[config.mk]
export PLATFORM = sky130hd
export DESIGN_NAME = melody_token_parser_unit
export DESIGN_NICKNAME = d
export VERILOG_FILES = /design/src/mtp_pkg.sv /design/src/melody_token_parser_unit.sv /design/src/mtp_parser.sv /design/src/mtp_result.sv
export VERILOG_INCLUDE_DIRS = /design/src /design/src/src
export SDC_FILE = /design/constraint.sdc
export NUM_CORES = 1
export LEC_CHECK = 0
export BUFFER_PORTS_ARGS = -buffer_cell sky130_fd_sc_hd__buf_2
export CAP_MARGIN = 30
export CORE_MARGIN = 5
export CORE_UTILIZATION = 33
export DETAILED_ROUTE_END_ITERATION = 8
export GPL_TIMING_DRIVEN = 0
export PLACE_DENSITY = 0.56
export SLEW_MARGIN = 30
export SYNTH_ARGS = -nofsm -noshare
export SYNTH_HDL_FRONTEND = slang
export SYNTH_SLANG_ARGS = --single-unit
[constraint.sdc]
create_clock -name aclk -period 7.8 [get_ports aclk]
set_input_delay 1.56 -clock aclk [delete_from_list [all_inputs] [get_ports aclk]]
set_output_delay 1.56 -clock aclk [all_outputs]
set_load 0.005 [all_outputs]
[src/melody_token_parser_unit_assert.svh]
// ----------------------------------------------------------------------------
// Melody token parser assertion macros
// Concurrent property checks, compiled out when SYNTH is defined.
// ----------------------------------------------------------------------------
`ifndef MELODY_TOKEN_PARSER_UNIT_ASSERT_SVH
`define MELODY_TOKEN_PARSER_UNIT_ASSERT_SVH

`ifndef SYNTH
// same-cycle implication
`define MTP_ASSERT_IMPLY(label, clk, rstn, ante, cons) \
    label: assert property (@(posedge clk) disable iff (!(rstn)) (ante) |-> (cons)) \
        else $error("melody token parser check failed");
// next-cycle implication
`define MTP_ASSERT_NEXT(label, clk, rstn, ante, cons) \
    label: assert property (@(posedge clk) disable iff (!(rstn)) (ante) |=> (cons)) \
        else $error("melody token parser check failed");
`else
`define MTP_ASSERT_IMPLY(label, clk, rstn, ante, cons)
`define MTP_ASSERT_NEXT(label, clk, rstn, ante, cons)
`endif

`endif

[src/mtp_pkg.sv]
// ----------------------------------------------------------------------------
// mtp_pkg
// Types, codes and tables shared by the melody token parser.
// ----------------------------------------------------------------------------
`default_nettype none

package mtp_pkg;

    typedef enum logic [2:0] {
        PH_IDLE,
        PH_ONE,
        PH_THREE,
        PH_DUR,
        PH_PRE,
        PH_LET,
        PH_POST,
        PH_DOT
    } phase_t;

    typedef enum logic [1:0] {
        KIND_NOTE  = 2'd0,
        KIND_PAUSE = 2'd1,
        KIND_ERROR = 2'd2
    } kind_t;

    localparam logic [2:0] REG_DEFAULT_OCTAVE   = 3'd0;
    localparam logic [2:0] REG_DEFAULT_LEN_LOG2 = 3'd1;
    localparam logic [2:0] REG_WHOLE_NOTE       = 3'd2;
    localparam logic [2:0] REG_FREQ_MUL         = 3'd3;
    localparam logic [2:0] REG_MIN_SOUND        = 3'd4;

    localparam logic [2:0]  RST_DEFAULT_OCTAVE   = 3'd5;
    localparam logic [2:0]  RST_DEFAULT_LEN_LOG2 = 3'd3;
    localparam logic [17:0] RST_WHOLE_NOTE       = 18'd110250;
    localparam logic [11:0] RST_FREQ_MUL         = 12'd128;
    localparam logic [17:0] RST_MIN_SOUND        = 18'd22050;

    localparam logic [18:0] ERROR_WAIT = 19'd10000;
    localparam logic [2:0]  MAX_LEN_LOG2 = 3'd5;
    localparam logic [3:0]  SEMI_LIMIT = 4'd12;

    localparam logic [7:0] CH_NUL   = 8'h00;
    localparam logic [7:0] CH_SPACE = 8'h20;
    localparam logic [7:0] CH_HASH  = 8'h23;
    localparam logic [7:0] CH_COMMA = 8'h2C;
    localparam logic [7:0] CH_DOT   = 8'h2E;
    localparam logic [7:0] CH_ONE   = 8'h31;
    localparam logic [7:0] CH_TWO   = 8'h32;
    localparam logic [7:0] CH_THREE = 8'h33;
    localparam logic [7:0] CH_FOUR  = 8'h34;
    localparam logic [7:0] CH_SIX   = 8'h36;
    localparam logic [7:0] CH_SEVEN = 8'h37;
    localparam logic [7:0] CH_EIGHT = 8'h38;
    localparam logic [7:0] CH_A     = 8'h61;
    localparam logic [7:0] CH_B     = 8'h62;
    localparam logic [7:0] CH_C     = 8'h63;
    localparam logic [7:0] CH_D     = 8'h64;
    localparam logic [7:0] CH_E     = 8'h65;
    localparam logic [7:0] CH_F     = 8'h66;
    localparam logic [7:0] CH_G     = 8'h67;
    localparam logic [7:0] CH_P     = 8'h70;

    typedef struct packed {
        logic [2:0]  default_octave;
        logic [2:0]  default_len_log2;
        logic [17:0] whole_note_samples;
        logic [11:0] freq_mul_q8;
        logic [17:0] min_sound_samples;
    } cfg_t;

    typedef struct packed {
        phase_t     phase;
        logic [2:0] len;
        logic       sharp;
        logic       dot;
        logic [3:0] letter;
        logic       pause;
        logic       err;
    } parse_st_t;

    // one pending result: a finished token or an error
    typedef struct packed {
        kind_t      kind;
        logic [3:0] semi;
        logic [2:0] oct;
        logic [2:0] len;
        logic       dot;
    } res_t;

    typedef struct packed {
        logic err;
        logic job_pending;
    } parser_status_t;

    // octave-4 pitch, Hz * 256
    function automatic logic [16:0] base_freq_q8(input logic [3:0] semi);
        logic [16:0] f;
        unique case (semi)
            4'd0:    f = 17'd66976;
            4'd1:    f = 17'd70959;
            4'd2:    f = 17'd75178;
            4'd3:    f = 17'd79649;
            4'd4:    f = 17'd84385;
            4'd5:    f = 17'd89402;
            4'd6:    f = 17'd94718;
            4'd7:    f = 17'd100351;
            4'd8:    f = 17'd106318;
            4'd9:    f = 17'd112640;
            4'd10:   f = 17'd119338;
            4'd11:   f = 17'd126434;
            default: f = 17'd0;
        endcase
        return f;
    endfunction

endpackage

`default_nettype wire

[src/melody_token_parser_unit.sv]
// ----------------------------------------------------------------------------
// melody_token_parser_unit
// Character-stream melody token parser with note arithmetic.
// ----------------------------------------------------------------------------
// Takes one melody character per cycle while no pending item holds it back,
// and returns note, pause and error items. A character that completes a note
// or pause and then starts a bad token gives two items and holds the input
// until both are taken; every other character gives at most one. The accepting
// edge loads the token state and the pending-result register; the output
// register then loads the first item through the frequency multiply, wait shift
// and length compare once the output register is free.
// Configuration writes take effect at once and belong in idle time.
`default_nettype none

`include "melody_token_parser_unit_assert.svh"

module melody_token_parser_unit (
    input  wire logic        aclk,
    input  wire logic        aresetn,
    input  wire logic        cfg_wr_en,
    input  wire logic [2:0]  cfg_index,
    input  wire logic [17:0] cfg_wr_data,
    input  wire logic        s_valid,
    output logic             s_ready,
    input  wire logic [7:0]  s_char_code,
    output logic             m_valid,
    input  wire logic        m_ready,
    output logic [1:0]       m_kind,
    output logic [3:0]       m_note_index,
    output logic [2:0]       m_octave,
    output logic [23:0]      m_freq_hz_q8,
    output logic [18:0]      m_wait_samples,
    output logic [18:0]      m_sound_samples,
    output logic             m_last
);
    import mtp_pkg::*;

    cfg_t           cfg_reg;
    res_t           res;
    logic           res_valid, res_ready, res_last;
    parser_status_t parse_status;

    always_ff @(posedge aclk) begin
        if (!aresetn) begin
            cfg_reg.default_octave     <= RST_DEFAULT_OCTAVE;
            cfg_reg.default_len_log2   <= RST_DEFAULT_LEN_LOG2;
            cfg_reg.whole_note_samples <= RST_WHOLE_NOTE;
            cfg_reg.freq_mul_q8        <= RST_FREQ_MUL;
            cfg_reg.min_sound_samples  <= RST_MIN_SOUND;
        end else if (cfg_wr_en) begin
            unique case (cfg_index)
                REG_DEFAULT_OCTAVE:   cfg_reg.default_octave     <= cfg_wr_data[2:0];
                REG_DEFAULT_LEN_LOG2: cfg_reg.default_len_log2   <= cfg_wr_data[2:0];
                REG_WHOLE_NOTE:       cfg_reg.whole_note_samples <= cfg_wr_data;
                REG_FREQ_MUL:         cfg_reg.freq_mul_q8        <= cfg_wr_data[11:0];
                REG_MIN_SOUND:        cfg_reg.min_sound_samples  <= cfg_wr_data;
                default: ;
            endcase
        end
    end

    mtp_parser u_parser (
        .aclk        (aclk),
        .aresetn     (aresetn),
        .cfg         (cfg_reg),
        .s_valid     (s_valid),
        .s_ready     (s_ready),
        .s_char_code (s_char_code),
        .res_valid   (res_valid),
        .res_ready   (res_ready),
        .res         (res),
        .res_last    (res_last),
        .status      (parse_status)
    );

    mtp_result u_result (
        .aclk            (aclk),
        .aresetn         (aresetn),
        .cfg             (cfg_reg),
        .res_valid       (res_valid),
        .res_ready       (res_ready),
        .res             (res),
        .res_last        (res_last),
        .m_valid         (m_valid),
        .m_ready         (m_ready),
        .m_kind          (m_kind),
        .m_note_index    (m_note_index),
        .m_octave        (m_octave),
        .m_freq_hz_q8    (m_freq_hz_q8),
        .m_wait_samples  (m_wait_samples),
        .m_sound_samples (m_sound_samples),
        .m_last          (m_last)
    );

    // error items only ever follow a latched error
    `MTP_ASSERT_IMPLY(a_err_item_flagged, aclk, aresetn, m_valid && (m_kind == KIND_ERROR), parse_status.err)
    `MTP_ASSERT_NEXT(a_err_sticky, aclk, aresetn, parse_status.err, parse_status.err)
    `MTP_ASSERT_IMPLY(a_note_min_sound, aclk, aresetn, m_valid && (m_kind == KIND_NOTE), m_sound_samples >= {1'b0, cfg_reg.min_sound_samples})
    `MTP_ASSERT_IMPLY(a_stall_has_job, aclk, aresetn, !s_ready, parse_status.job_pending)

endmodule

`default_nettype wire

[src/mtp_parser.sv]
// ----------------------------------------------------------------------------
// mtp_parser
// Token state machine and pending-result register; hands out one result
// descriptor at a time.
// ----------------------------------------------------------------------------
`default_nettype none

module mtp_parser (
    input  wire logic                    aclk,
    input  wire logic                    aresetn,
    input  wire mtp_pkg::cfg_t           cfg,
    input  wire logic                    s_valid,
    output logic                         s_ready,
    input  wire logic [7:0]              s_char_code,
    output logic                         res_valid,
    input  wire logic                    res_ready,
    output mtp_pkg::res_t                res,
    output logic                         res_last,
    output mtp_pkg::parser_status_t      status
);
    import mtp_pkg::*;

    typedef struct packed {
        parse_st_t st;
        logic      emit;
        res_t      res;
        logic      redo;
    } step_t;

    localparam res_t ERR_RES = '{kind: KIND_ERROR, semi: 4'd0, oct: 3'd0,
                                 len: 3'd0, dot: 1'b0};

    function automatic step_t raise_error(input step_t r);
        step_t o;
        o = r;
        o.st.err   = 1'b1;
        o.st.phase = PH_IDLE;
        o.emit     = 1'b1;
        o.res      = ERR_RES;
        return o;
    endfunction

    function automatic step_t finish_token(input step_t r, input logic [2:0] oct);
        step_t      o;
        logic [3:0] semi;
        o    = r;
        semi = r.st.letter + {3'd0, r.st.sharp};
        o.st.phase = PH_IDLE;
        if (!r.st.pause && (semi >= SEMI_LIMIT)) begin
            o = raise_error(o);
        end else begin
            o.emit     = 1'b1;
            o.res.kind = r.st.pause ? KIND_PAUSE : KIND_NOTE;
            o.res.semi = semi;
            o.res.oct  = oct;
            o.res.len  = r.st.len;
            o.res.dot  = r.st.dot;
        end
        return o;
    endfunction

    function automatic step_t parse_step(input parse_st_t cur, input logic [7:0] c,
                                         input logic [2:0] defoct,
                                         input logic [2:0] deflen);
        step_t      r;
        logic       let_ok;
        logic       let_pause;
        logic [3:0] let_code;
        logic       sep;
        r.st   = cur;
        r.emit = 1'b0;
        r.res  = ERR_RES;
        r.redo = 1'b0;
        let_ok    = 1'b1;
        let_pause = 1'b0;
        unique case (c)
            CH_C:    let_code = 4'd0;
            CH_D:    let_code = 4'd2;
            CH_E:    let_code = 4'd4;
            CH_F:    let_code = 4'd5;
            CH_G:    let_code = 4'd7;
            CH_A:    let_code = 4'd9;
            CH_B:    let_code = 4'd11;
            CH_P: begin
                let_code  = 4'd0;
                let_pause = 1'b1;
            end
            default: begin
                let_code = 4'd0;
                let_ok   = 1'b0;
            end
        endcase
        sep = (c == CH_SPACE) || (c == CH_COMMA) || (c == CH_NUL);
        unique case (cur.phase)
            PH_IDLE: begin
                if (!sep) begin
                    r.st.len    = deflen;
                    r.st.sharp  = 1'b0;
                    r.st.dot    = 1'b0;
                    r.st.letter = 4'd0;
                    r.st.pause  = 1'b0;
                    priority if (c == CH_ONE) begin
                        r.st.len = 3'd0; r.st.phase = PH_ONE;
                    end else if (c == CH_TWO) begin
                        r.st.len = 3'd1; r.st.phase = PH_DUR;
                    end else if (c == CH_FOUR) begin
                        r.st.len = 3'd2; r.st.phase = PH_DUR;
                    end else if (c == CH_EIGHT) begin
                        r.st.len = 3'd3; r.st.phase = PH_DUR;
                    end else if (c == CH_THREE) begin
                        r.st.phase = PH_THREE;
                    end else if (c == CH_HASH) begin
                        r.st.sharp = 1'b1; r.st.phase = PH_PRE;
                    end else if (let_ok) begin
                        r.st.pause = let_pause; r.st.letter = let_code;
                        r.st.phase = PH_LET;
                    end else begin
                        r = raise_error(r);
                    end
                end
            end
            PH_ONE: begin
                r.st.phase = PH_DUR;
                if (c == CH_SIX) begin
                    r.st.len = 3'd4;
                end else begin
                    r.st.len = 3'd0;
                    r.redo   = 1'b1;
                end
            end
            PH_THREE: begin
                if (c == CH_TWO) begin
                    r.st.len = 3'd5; r.st.phase = PH_DUR;
                end else begin
                    r = raise_error(r);
                end
            end
            PH_DUR: begin
                priority if (c == CH_HASH) begin
                    r.st.sharp = 1'b1; r.st.phase = PH_PRE;
                end else if (let_ok) begin
                    r.st.pause = let_pause; r.st.letter = let_code;
                    r.st.phase = PH_LET;
                end else begin
                    r = raise_error(r);
                end
            end
            PH_PRE: begin
                if (let_ok) begin
                    r.st.pause = let_pause; r.st.letter = let_code;
                    r.st.phase = PH_LET;
                end else begin
                    r = raise_error(r);
                end
            end
            PH_LET, PH_POST, PH_DOT: begin
                priority if ((c >= CH_ONE) && (c <= CH_SEVEN)) begin
                    r = finish_token(r, c[2:0]);
                end else if ((cur.phase == PH_LET) && (c == CH_HASH)) begin
                    r.st.sharp = 1'b1; r.st.phase = PH_POST;
                end else if ((cur.phase != PH_DOT) && (c == CH_DOT)) begin
                    r.st.dot = 1'b1; r.st.phase = PH_DOT;
                end else begin
                    r = finish_token(r, defoct);
                    r.redo = !r.st.err;
                end
            end
        endcase
        return r;
    endfunction

    parse_st_t  st_reg, st_next;
    logic       job_valid_reg, job_two_reg, sel_reg;
    res_t       r0_reg, r1_reg, r0_next, r1_next;
    logic [1:0] cnt_next;
    logic [2:0] defoct, deflen;
    step_t      pass1, pass2;
    logic       accept, take;

    assign defoct = (cfg.default_octave == 3'd0) ? 3'd1 : cfg.default_octave;
    assign deflen = (cfg.default_len_log2 > MAX_LEN_LOG2) ? MAX_LEN_LOG2
                                                           : cfg.default_len_log2;

    always_comb begin
        pass1 = parse_step(st_reg, s_char_code, defoct, deflen);
        pass2 = parse_step(pass1.st, s_char_code, defoct, deflen);
        if (st_reg.err) begin
            st_next  = st_reg;
            cnt_next = 2'd1;
            r0_next  = ERR_RES;
            r1_next  = ERR_RES;
        end else if (pass1.redo) begin
            st_next  = pass2.st;
            cnt_next = {1'b0, pass1.emit} + {1'b0, pass2.emit};
            r0_next  = pass1.emit ? pass1.res : pass2.res;
            r1_next  = pass2.res;
        end else begin
            st_next  = pass1.st;
            cnt_next = {1'b0, pass1.emit};
            r0_next  = pass1.res;
            r1_next  = pass1.res;
        end
    end

    assign res_valid = job_valid_reg;
    assign res       = sel_reg ? r1_reg : r0_reg;
    assign res_last  = !job_two_reg || sel_reg;
    assign take      = job_valid_reg && res_ready;
    assign s_ready   = !job_valid_reg || (res_ready && res_last);
    assign accept    = s_valid && s_ready;

    assign status.err         = st_reg.err;
    assign status.job_pending = job_valid_reg;

    always_ff @(posedge aclk) begin
        if (!aresetn) begin
            st_reg        <= '{phase: PH_IDLE, len: 3'd0, sharp: 1'b0, dot: 1'b0,
                               letter: 4'd0, pause: 1'b0, err: 1'b0};
            job_valid_reg <= 1'b0;
            job_two_reg   <= 1'b0;
            sel_reg       <= 1'b0;
        end else if (accept) begin
            st_reg        <= st_next;
            job_valid_reg <= (cnt_next != 2'd0);
            job_two_reg   <= (cnt_next == 2'd2);
            sel_reg       <= 1'b0;
        end else if (take) begin
            if (res_last) begin
                job_valid_reg <= 1'b0;
            end else begin
                sel_reg <= 1'b1;
            end
        end
    end

    always_ff @(posedge aclk) begin
        if (accept) begin
            r0_reg <= r0_next;
            r1_reg <= r1_next;
        end
    end

endmodule

`default_nettype wire

[src/mtp_result.sv]
// ----------------------------------------------------------------------------
// mtp_result
// Frequency, wait and sounding length arithmetic into the output register.
// ----------------------------------------------------------------------------
`default_nettype none

module mtp_result (
    input  wire logic           aclk,
    input  wire logic           aresetn,
    input  wire mtp_pkg::cfg_t  cfg,
    input  wire logic           res_valid,
    output logic                res_ready,
    input  wire mtp_pkg::res_t  res,
    input  wire logic           res_last,
    output logic                m_valid,
    input  wire logic           m_ready,
    output logic [1:0]          m_kind,
    output logic [3:0]          m_note_index,
    output logic [2:0]          m_octave,
    output logic [23:0]         m_freq_hz_q8,
    output logic [18:0]         m_wait_samples,
    output logic [18:0]         m_sound_samples,
    output logic                m_last
);
    import mtp_pkg::*;

    logic [28:0] prod, shifted;
    logic [3:0]  shamt;
    logic [23:0] freq_sat;
    logic [19:0] whole_x3, dotted;
    logic [18:0] plain, wait_val, sound_val, min_ext;
    logic [3:0]  dot_shamt;

    logic        out_valid_reg;
    kind_t       kind_reg, kind_next;
    logic [3:0]  idx_reg, idx_next;
    logic [2:0]  oct_reg, oct_next;
    logic [23:0] freq_reg, freq_next;
    logic [18:0] wait_reg, wait_next;
    logic [18:0] sound_reg, sound_next;
    logic        last_reg;
    logic        load;

    always_comb begin
        prod      = {12'd0, base_freq_q8(res.semi)} * {17'd0, cfg.freq_mul_q8};
        shamt     = 4'd12 - {1'b0, res.oct};
        shifted   = prod >> shamt;
        freq_sat  = (|shifted[28:24]) ? 24'hFFFFFF : shifted[23:0];
        whole_x3  = {1'b0, cfg.whole_note_samples, 1'b0}
                  + {2'b00, cfg.whole_note_samples};
        dot_shamt = {1'b0, res.len} + 4'd1;
        dotted    = whole_x3 >> dot_shamt;
        plain     = {1'b0, cfg.whole_note_samples} >> res.len;
        wait_val  = res.dot ? dotted[18:0] : plain;
        min_ext   = {1'b0, cfg.min_sound_samples};
        sound_val = (wait_val < min_ext) ? min_ext : wait_val;
        unique case (res.kind)
            KIND_NOTE: begin
                kind_next  = KIND_NOTE;
                idx_next   = res.semi;
                oct_next   = res.oct;
                freq_next  = freq_sat;
                wait_next  = wait_val;
                sound_next = sound_val;
            end
            KIND_PAUSE: begin
                kind_next  = KIND_PAUSE;
                idx_next   = 4'd0;
                oct_next   = res.oct;
                freq_next  = 24'd0;
                wait_next  = wait_val;
                sound_next = 19'd0;
            end
            default: begin
                kind_next  = KIND_ERROR;
                idx_next   = 4'd0;
                oct_next   = 3'd0;
                freq_next  = 24'd0;
                wait_next  = ERROR_WAIT;
                sound_next = 19'd0;
            end
        endcase
    end

    assign res_ready = !out_valid_reg || m_ready;
    assign load      = res_valid && res_ready;

    always_ff @(posedge aclk) begin
        if (!aresetn) begin
            out_valid_reg <= 1'b0;
        end else if (res_ready) begin
            out_valid_reg <= res_valid;
        end
    end

    always_ff @(posedge aclk) begin
        if (load) begin
            kind_reg  <= kind_next;
            idx_reg   <= idx_next;
            oct_reg   <= oct_next;
            freq_reg  <= freq_next;
            wait_reg  <= wait_next;
            sound_reg <= sound_next;
            last_reg  <= res_last;
        end
    end

    assign m_valid         = out_valid_reg;
    assign m_kind          = kind_reg;
    assign m_note_index    = idx_reg;
    assign m_octave        = oct_reg;
    assign m_freq_hz_q8    = freq_reg;
    assign m_wait_samples  = wait_reg;
    assign m_sound_samples = sound_reg;
    assign m_last          = last_reg;

endmodule

`default_nettype wire
# Word-level counts from Yosys, hierarchy flattened

Memory sizes are Yosys's and may differ from the RTL's.
Cells that the tools add are included.

Register bits after elaboration: 170
Bits in read-only memories: 272
Input port bits: 34
Memories: 1

Memories:

| memory           | words | bits a word | rd ports | clocked after Yosys merged registers in | write ports | line          | RTL |
|---|---|---|---|---|---|---|---|
| (name not given) | 16    | 17          | 1        | 0                                       | 0           | mtp_pkg.sv:98 | `unique case (semi)` |

Add/subtract/negate cells: 6
Multipliers: 1
Order comparisons: 6
Equal/unequal tests: 40
Shift operators: 3
Mux-type cells: 100
Bitwise operators: 4
Reduce and logical (&&, ||, !) cells: 46

Operators with widths:

| operator                                       | count |
|---|---|
| two-way mux 23 bit                             | 10 |
| one-hot mux 22 bit (5 select lines)            | 2 |
| two-way mux 14 bit                             | 9 |
| two-way mux 21 bit                             | 6 |
| two-way mux 29 bit                             | 4 |
| two-way mux 13 bit                             | 8 |
| == test 8 x 6 -> 1 bit (second input constant) | 10 |
| one-hot mux 6 bit (6 select lines)             | 2 |
| == test 8 x 7 -> 1 bit (second input constant) | 8 |
| two-way mux 16 bit                             | 4 |
| two-way mux 6 bit                              | 8 |
| two-way mux 22 bit                             | 2 |
| two-way mux 3 bit                              | 12 |
| multiplier 17 x 12 -> 29 bit                   | 1 |
| >> shifter 29 x 4 -> 29 bit                    | 1 |
| == test 3 bit (second input constant)          | 9 |
| two-way mux 5 bit                              | 5 |
| two-way mux 24 bit                             | 1 |
| one-hot mux 4 bit (6 select lines)             | 1 |
| adder 19 x 18 -> 20 bit                        | 1 |
| >> shifter 20 x 4 -> 19 bit                    | 1 |
| less-than comparator 19 x 18 -> 1 bit          | 1 |
| two-way mux 19 bit                             | 1 |
| >> shifter 18 x 3 -> 19 bit                    | 1 |
| 32 further kinds                               | 98 |

# Logic depth before layout (Yosys ltp)

Depth after elaboration: 31
Depth in mapped cells: 32
Mapped depth without buffers: 28

# Cells and area by module

From an unflattened synthesis, not the netlist that was laid out.

Cell total of the unflattened synthesis: 2218
Area, all modules: 19286.0 µm²

Modules (own cells, without submodules):

| module                   | instances | cells each | area each (µm²) |
|---|---|---|---|
| mtp_result               | 1         | 1598       | 13711.9 |
| mtp_parser               | 1         | 404        | 3393.3 |
| melody_token_parser_unit | 1         | 216        | 2180.8 |

# Worst setup path before layout

Ideal clock, no wire load.

Kind: register to register
Start: register u_parser.sel_reg
End: register u_result.freq_reg[5], in the netlist u_result.m_freq_hz_q8[5], data pin
Library setup time: 0.285 ns
Arrival: 7.598 ns
Required time: 7.515 ns
Setup slack: -0.083 ns
Stages on the path, launching flop included: 29
Clock period less this slack: 7.883 ns
Path through: dfxtp_1 buf_2 buf_2 mux2i_1 inv_1 ha_1 o22ai_1 clkbuf_1 nand2_1 fa_1 fa_1 fa_1 inv_1 fa_1 inv_1 fa_1 inv_1 ha_1 a21oi_1 o21ai_1 a21bo_2 a21oi_1 o31ai_1 a211o_1 o311a_1 or4b_4 nor2_8 buf_8 a221oi_1

RTL lines:

| item                     | line              | RTL |
|---|---|---|
| start: declaration       | mtp_parser.sv:173 | `logic job_valid_reg, job_two_reg, sel_reg;` |
| start signal: assignment | mtp_parser.sv:221 | `sel_reg <= 1'b0;` |
| start signal: assignment | mtp_parser.sv:226 | `sel_reg <= 1'b0;` |
| start signal: assignment | mtp_parser.sv:231 | `sel_reg <= 1'b1;` |
| end signal: assignment   | mtp_result.sv:101 | `freq_reg <= freq_next;` |
| end: declaration         | mtp_result.sv:38  | `logic [23:0] freq_reg, freq_next;` |

# Worst setup path in the final report

Start: register u_parser.sel_reg
End: register u_result.freq_reg[18], in the netlist u_result.m_freq_hz_q8[18], data pin

Cells in the longest elaborated chain, start to end: 6
Elaborated cells on any way between the ends: 8

Ends and longest elaborated chain:

| item                         | line              | RTL |
|---|---|---|
| two-way mux 13 bit (*)       | mtp_parser.sv:206 | `assign res = sel_reg ? r1_reg : r0_reg;` |
| memory read (16 x 17 bit)    | n/a               |  |
| multiplier 17 x 12 -> 29 bit | mtp_result.sv:45  | `prod = {12'd0, base_freq_q8(res.semi)} * {17'd0, cfg.freq_mul_q8};` |
| >> shifter 29 x 4 -> 29 bit  | mtp_result.sv:47  | `shifted = prod >> shamt;` |
| OR reduction 5 bit           | mtp_result.sv:48  | `freq_sat = (\|shifted[28:24]) ? 24'hFFFFFF : shifted[23:0];` |
| two-way mux 24 bit           | mtp_result.sv:48  |  |

Mark *: on every way between the ends. The rest lies on a longest branch, timed or not.
A chain may end at the register's enable or synchronous reset.

==> summary.md <==
| Metric | Value |
|---|---|
| Result of the run | finished, final reports clean |
| Sequential area share after synthesis | about 23% |
| IR drop worst, VDD | 0.000161 V |
| EDFF count, synth | just under 100 |
| Count of buffering cells on the critical path with inverters included | 8 |
| Number of I/O pins | 108 |
| Maximum fanout along the worst path | 5 |
| Max-cap check violation count | 0 |
| Post-synthesis instance area | 0.0195 mm² |
| Via count of the first global-routing pass | approximately 18000 |
| Maximum clock insertion buffer count | 2 |
| GRT Overall Usage | 19.8% |
| Global-route wire length before repair | a little over 100000 µm |
| Placer congestion estimate | slightly above 0.9 |
| Rows | 89 |
| Leakage power | around 9.7 nW |
| Most frequent cells in the layout | 345 x sky130_fd_sc_hd__nand2_1, 231 x sky130_fd_sc_hd__inv_1, 137 x sky130_fd_sc_hd__fa_1 |
| Dpl hpwl | 51500 µm |
| Clock transition time at the flip-flop clock pins of the worst setup and hold paths | roughly 0.070 ns |
| Synth Warn # | 0 |
| Number of search-and-repair iterations in the first detailed-routing pass | 5 |
| CTS Buf Count | 17 |
| # nets final | ~2800 |
| Type of destination of the critical path | flip-flop |
| Share of the synthesized area in the top cell type | between 10% and 20% |
| Final clock period utilization by the worst path | between 90 and 100% |
| Dpl ws | -1.55 ns |
| Max frequency | ~130 MHz |
| Tightest Pin Transition | 1.02 ns |
| Post-Layout Inst Area | approximately 0.023 mm² |
| Largest net degree at the start of global routing | 29 |
| Worst Clk Skew | about 0.013 ns |
| Final setup margin | 0.0425 ns |
| Total nets after synthesis | approximately 2600 |
| Clock insertion delay at the later pin of the skew report | ~0.46 ns |
| Flops & latches, synth | 170 |
| Ys async rst share | 0% |
| CP Launch Type | flip-flop |
| Worst endpoint data arrival time | just under 8 ns |
| Utilization of the core after routing | between 30 and 40% |
| Slowest-stage cell, CP | sky130_fd_sc_hd__or4b_4 |
| Starting utilization of the core area | approximately 33% |
| DR vias/cell | roughly 5.5 |
| Final hold vios | 0 |
| Post-synthesis instance total | around 2300 |
| Type of the setup path with the least slack | flip-flop to flip-flop |
| Routed length per placed instance | approximately 20 µm |
| Initial DRC Count | roughly 1400 |
| Final wirelength | about 65000 µm |
| Antenna cell count | 0 |
| Number of max-slew violations in the final report | 0 |
| Unrepaired setup endpoints after global routing | true |
| Die outline height | 253 µm |
| Share of layout cells above drive strength 1 | ~16% |
| Ratio of total power to cell area | around 130 mW/mm² |
| Number of clock sinks | 170 |
| TritonCTS clock tree | done |
| Final period demand of the worst path | slightly below 8 ns |
| Number of nets with antenna violations after routing | 0 |
| Full die area | 0.0640 mm² |
| Area post-placement | ~0.021 mm² |
| Cell Count, Final, Fillers Out | 3311 |
| Cell Count Post-Placement | about 3200 |
| Most common cell after layout, fill and taps aside | sky130_fd_sc_hd__nand2_1 |
| Slew margin rel. | around a third |
| Post-detailed-route DRC marker count | 0 |
| Top cells by area in the synthesized netlist | sky130_fd_sc_hd__fa_1 16%, sky130_fd_sc_hd__edfxtp_1 15%, sky130_fd_sc_hd__dfxtp_1 7.4%, sky130_fd_sc_hd__ha_1 7.4%, sky130_fd_sc_hd__nand2_1 6.8% |
| Count of buffers inserted at the top-level ports | 104 |
| Total via count after detailed routing | between 15000 and 20000 |
| Post-Route Setup TNS | 0 ns |
| Dominant synthesized flop cell | sky130_fd_sc_hd__edfxtp_1 |
| Min-Delay Path Class | flip-flop to flip-flop |
| Area growth from synthesis to final layout | 19.1% |
| CP peak stage delay | between 0.5 and 0.6 ns |
| Area of the core | 0.0587 mm² |
| Die X | roughly 250 µm |
| Kind of cell adding the most delay to the critical path | adder cells |
| Initial antenna violation count | 0 |
| Critical path data required time | 7.96 ns |
| CTS Root Cell | sky130_fd_sc_hd__clkbuf_16 |
| Largest area contributor in the synthesized netlist | sky130_fd_sc_hd__fa_1 |
| Post-synthesis average cell area | 8.33 µm² |
| Max FFs per register | 54 |
| Total number of H-tree levels | 4 |
| Hold-fix buffers, CTS | 0 |
| Cell seen most often among critical-path stages | sky130_fd_sc_hd__fa_1 |
| Setup violations, final | 0 |
| Final global-route overflow total | 0 |
| Number of distinct library cell variants in the gate-level netlist after synthesis | 96 |
-- synthesized netlist by cell type, drive strengths merged (28+ instances only) --
| master | n |
|---|---|
| nor3 | 46 |
| fa | 151 |
| a221oi | 28 |
| nand2 | 355 |
| ha | 115 |
| edfxtp | 98 |
| clkbuf | 111 |
| o21ai | 90 |
| dfxtp | 72 |
| a21boi | 40 |
| inv | 243 |
| a21oi | 136 |
| buf | 36 |
| and2 | 99 |
| nand3 | 64 |
| nor2 | 128 |
| mux2i | 76 |
-- tightest hold or removal path: cells and delay by family (launching register included) --
family             cells  cell delay, ns
DFF                    1            0.33
and+or+nand+nor        1            0.05
AOI/OAI and AO/OA      1            0.06
-- routing by layer --
| metal | GRT usage [%] | up-vias | routed length, µm |
|---|---|---|---|
| met5 | 0 | - | 0 |
| met4 | 4.30 | 0 | 1160 |
| met3 | 2.45 | 80 | 3610 |
| met2 | 33.5 | 629 | 31500 |
| met1 | 27.2 | 9084 | 28800 |
| li1 | - | 8481 | - |
-- power breakdown --
part | internal [W] | total (W) | switching [W]
sequential | 0.000982 | 0.00101 | 0.0000253
clock | 0.000461 | 0.000890 | 0.000429
combinational | 0.000395 | 0.00101 | 0.000611
-- metrics by stage --
stage,power [W],hold WS (ns)
after floorplan,0.00164,0.435
after detailed placement,0.00191,0.474
final,0.00290,0.489
after CTS,0.00284,0.491
after global routing,0.00306,0.512
after global placement,0.00189,0.456
-- kinds of logic (layout without fill, tap and decap cells) --
kind of cell             after synthesis  count (layout)  synth area share, %
AND/OR/NAND/NOR                      837             837                 20.6
AO/OA/AOI/OAI                        534             534                 18.9
buffers and inverters                391             593                 7.74
adder cells (fa/ha/maj)              266             266                 22.9
flip-flops                           170             170                 22.5
multiplexers                         103             103                 5.82
XOR/XNOR                              35              35                 1.57
-- final timing paths --
path / slack, ns / from / cells after the start / endpoint
min: 0.49 / cfg_reg[16] / 2 / cfg_reg[16]
max: 0.04 / u_parser.sel_reg / 29 / u_result.m_freq_hz_q8[18]
max reg2reg: 0.04 / u_parser.sel_reg / 29 / u_result.m_freq_hz_q8[18]
min reg2reg: 0.49 / cfg_reg[16] / 2 / cfg_reg[16]
-- final cells by class --
type                       instances  area [µm²]
buffer                           144         778
clock buffer                      17         425
clock inverter                    15         171
fill                            5900       35500
inverter                         244         921
multi-input combinational       1775       14300
sequential                       170        4390
tap                              773         967
timing repair buffer             173        1230
-- repair_timing --
action	CTS	global route
endpoints found under the hold margin	0	0
setup buffers	22	41
gates cloned	0	3
resized for setup	128	118
setup endpoints to repair	24	24
pin swaps	15	65
Note: power is estimated with default switching activity, not from simulation.
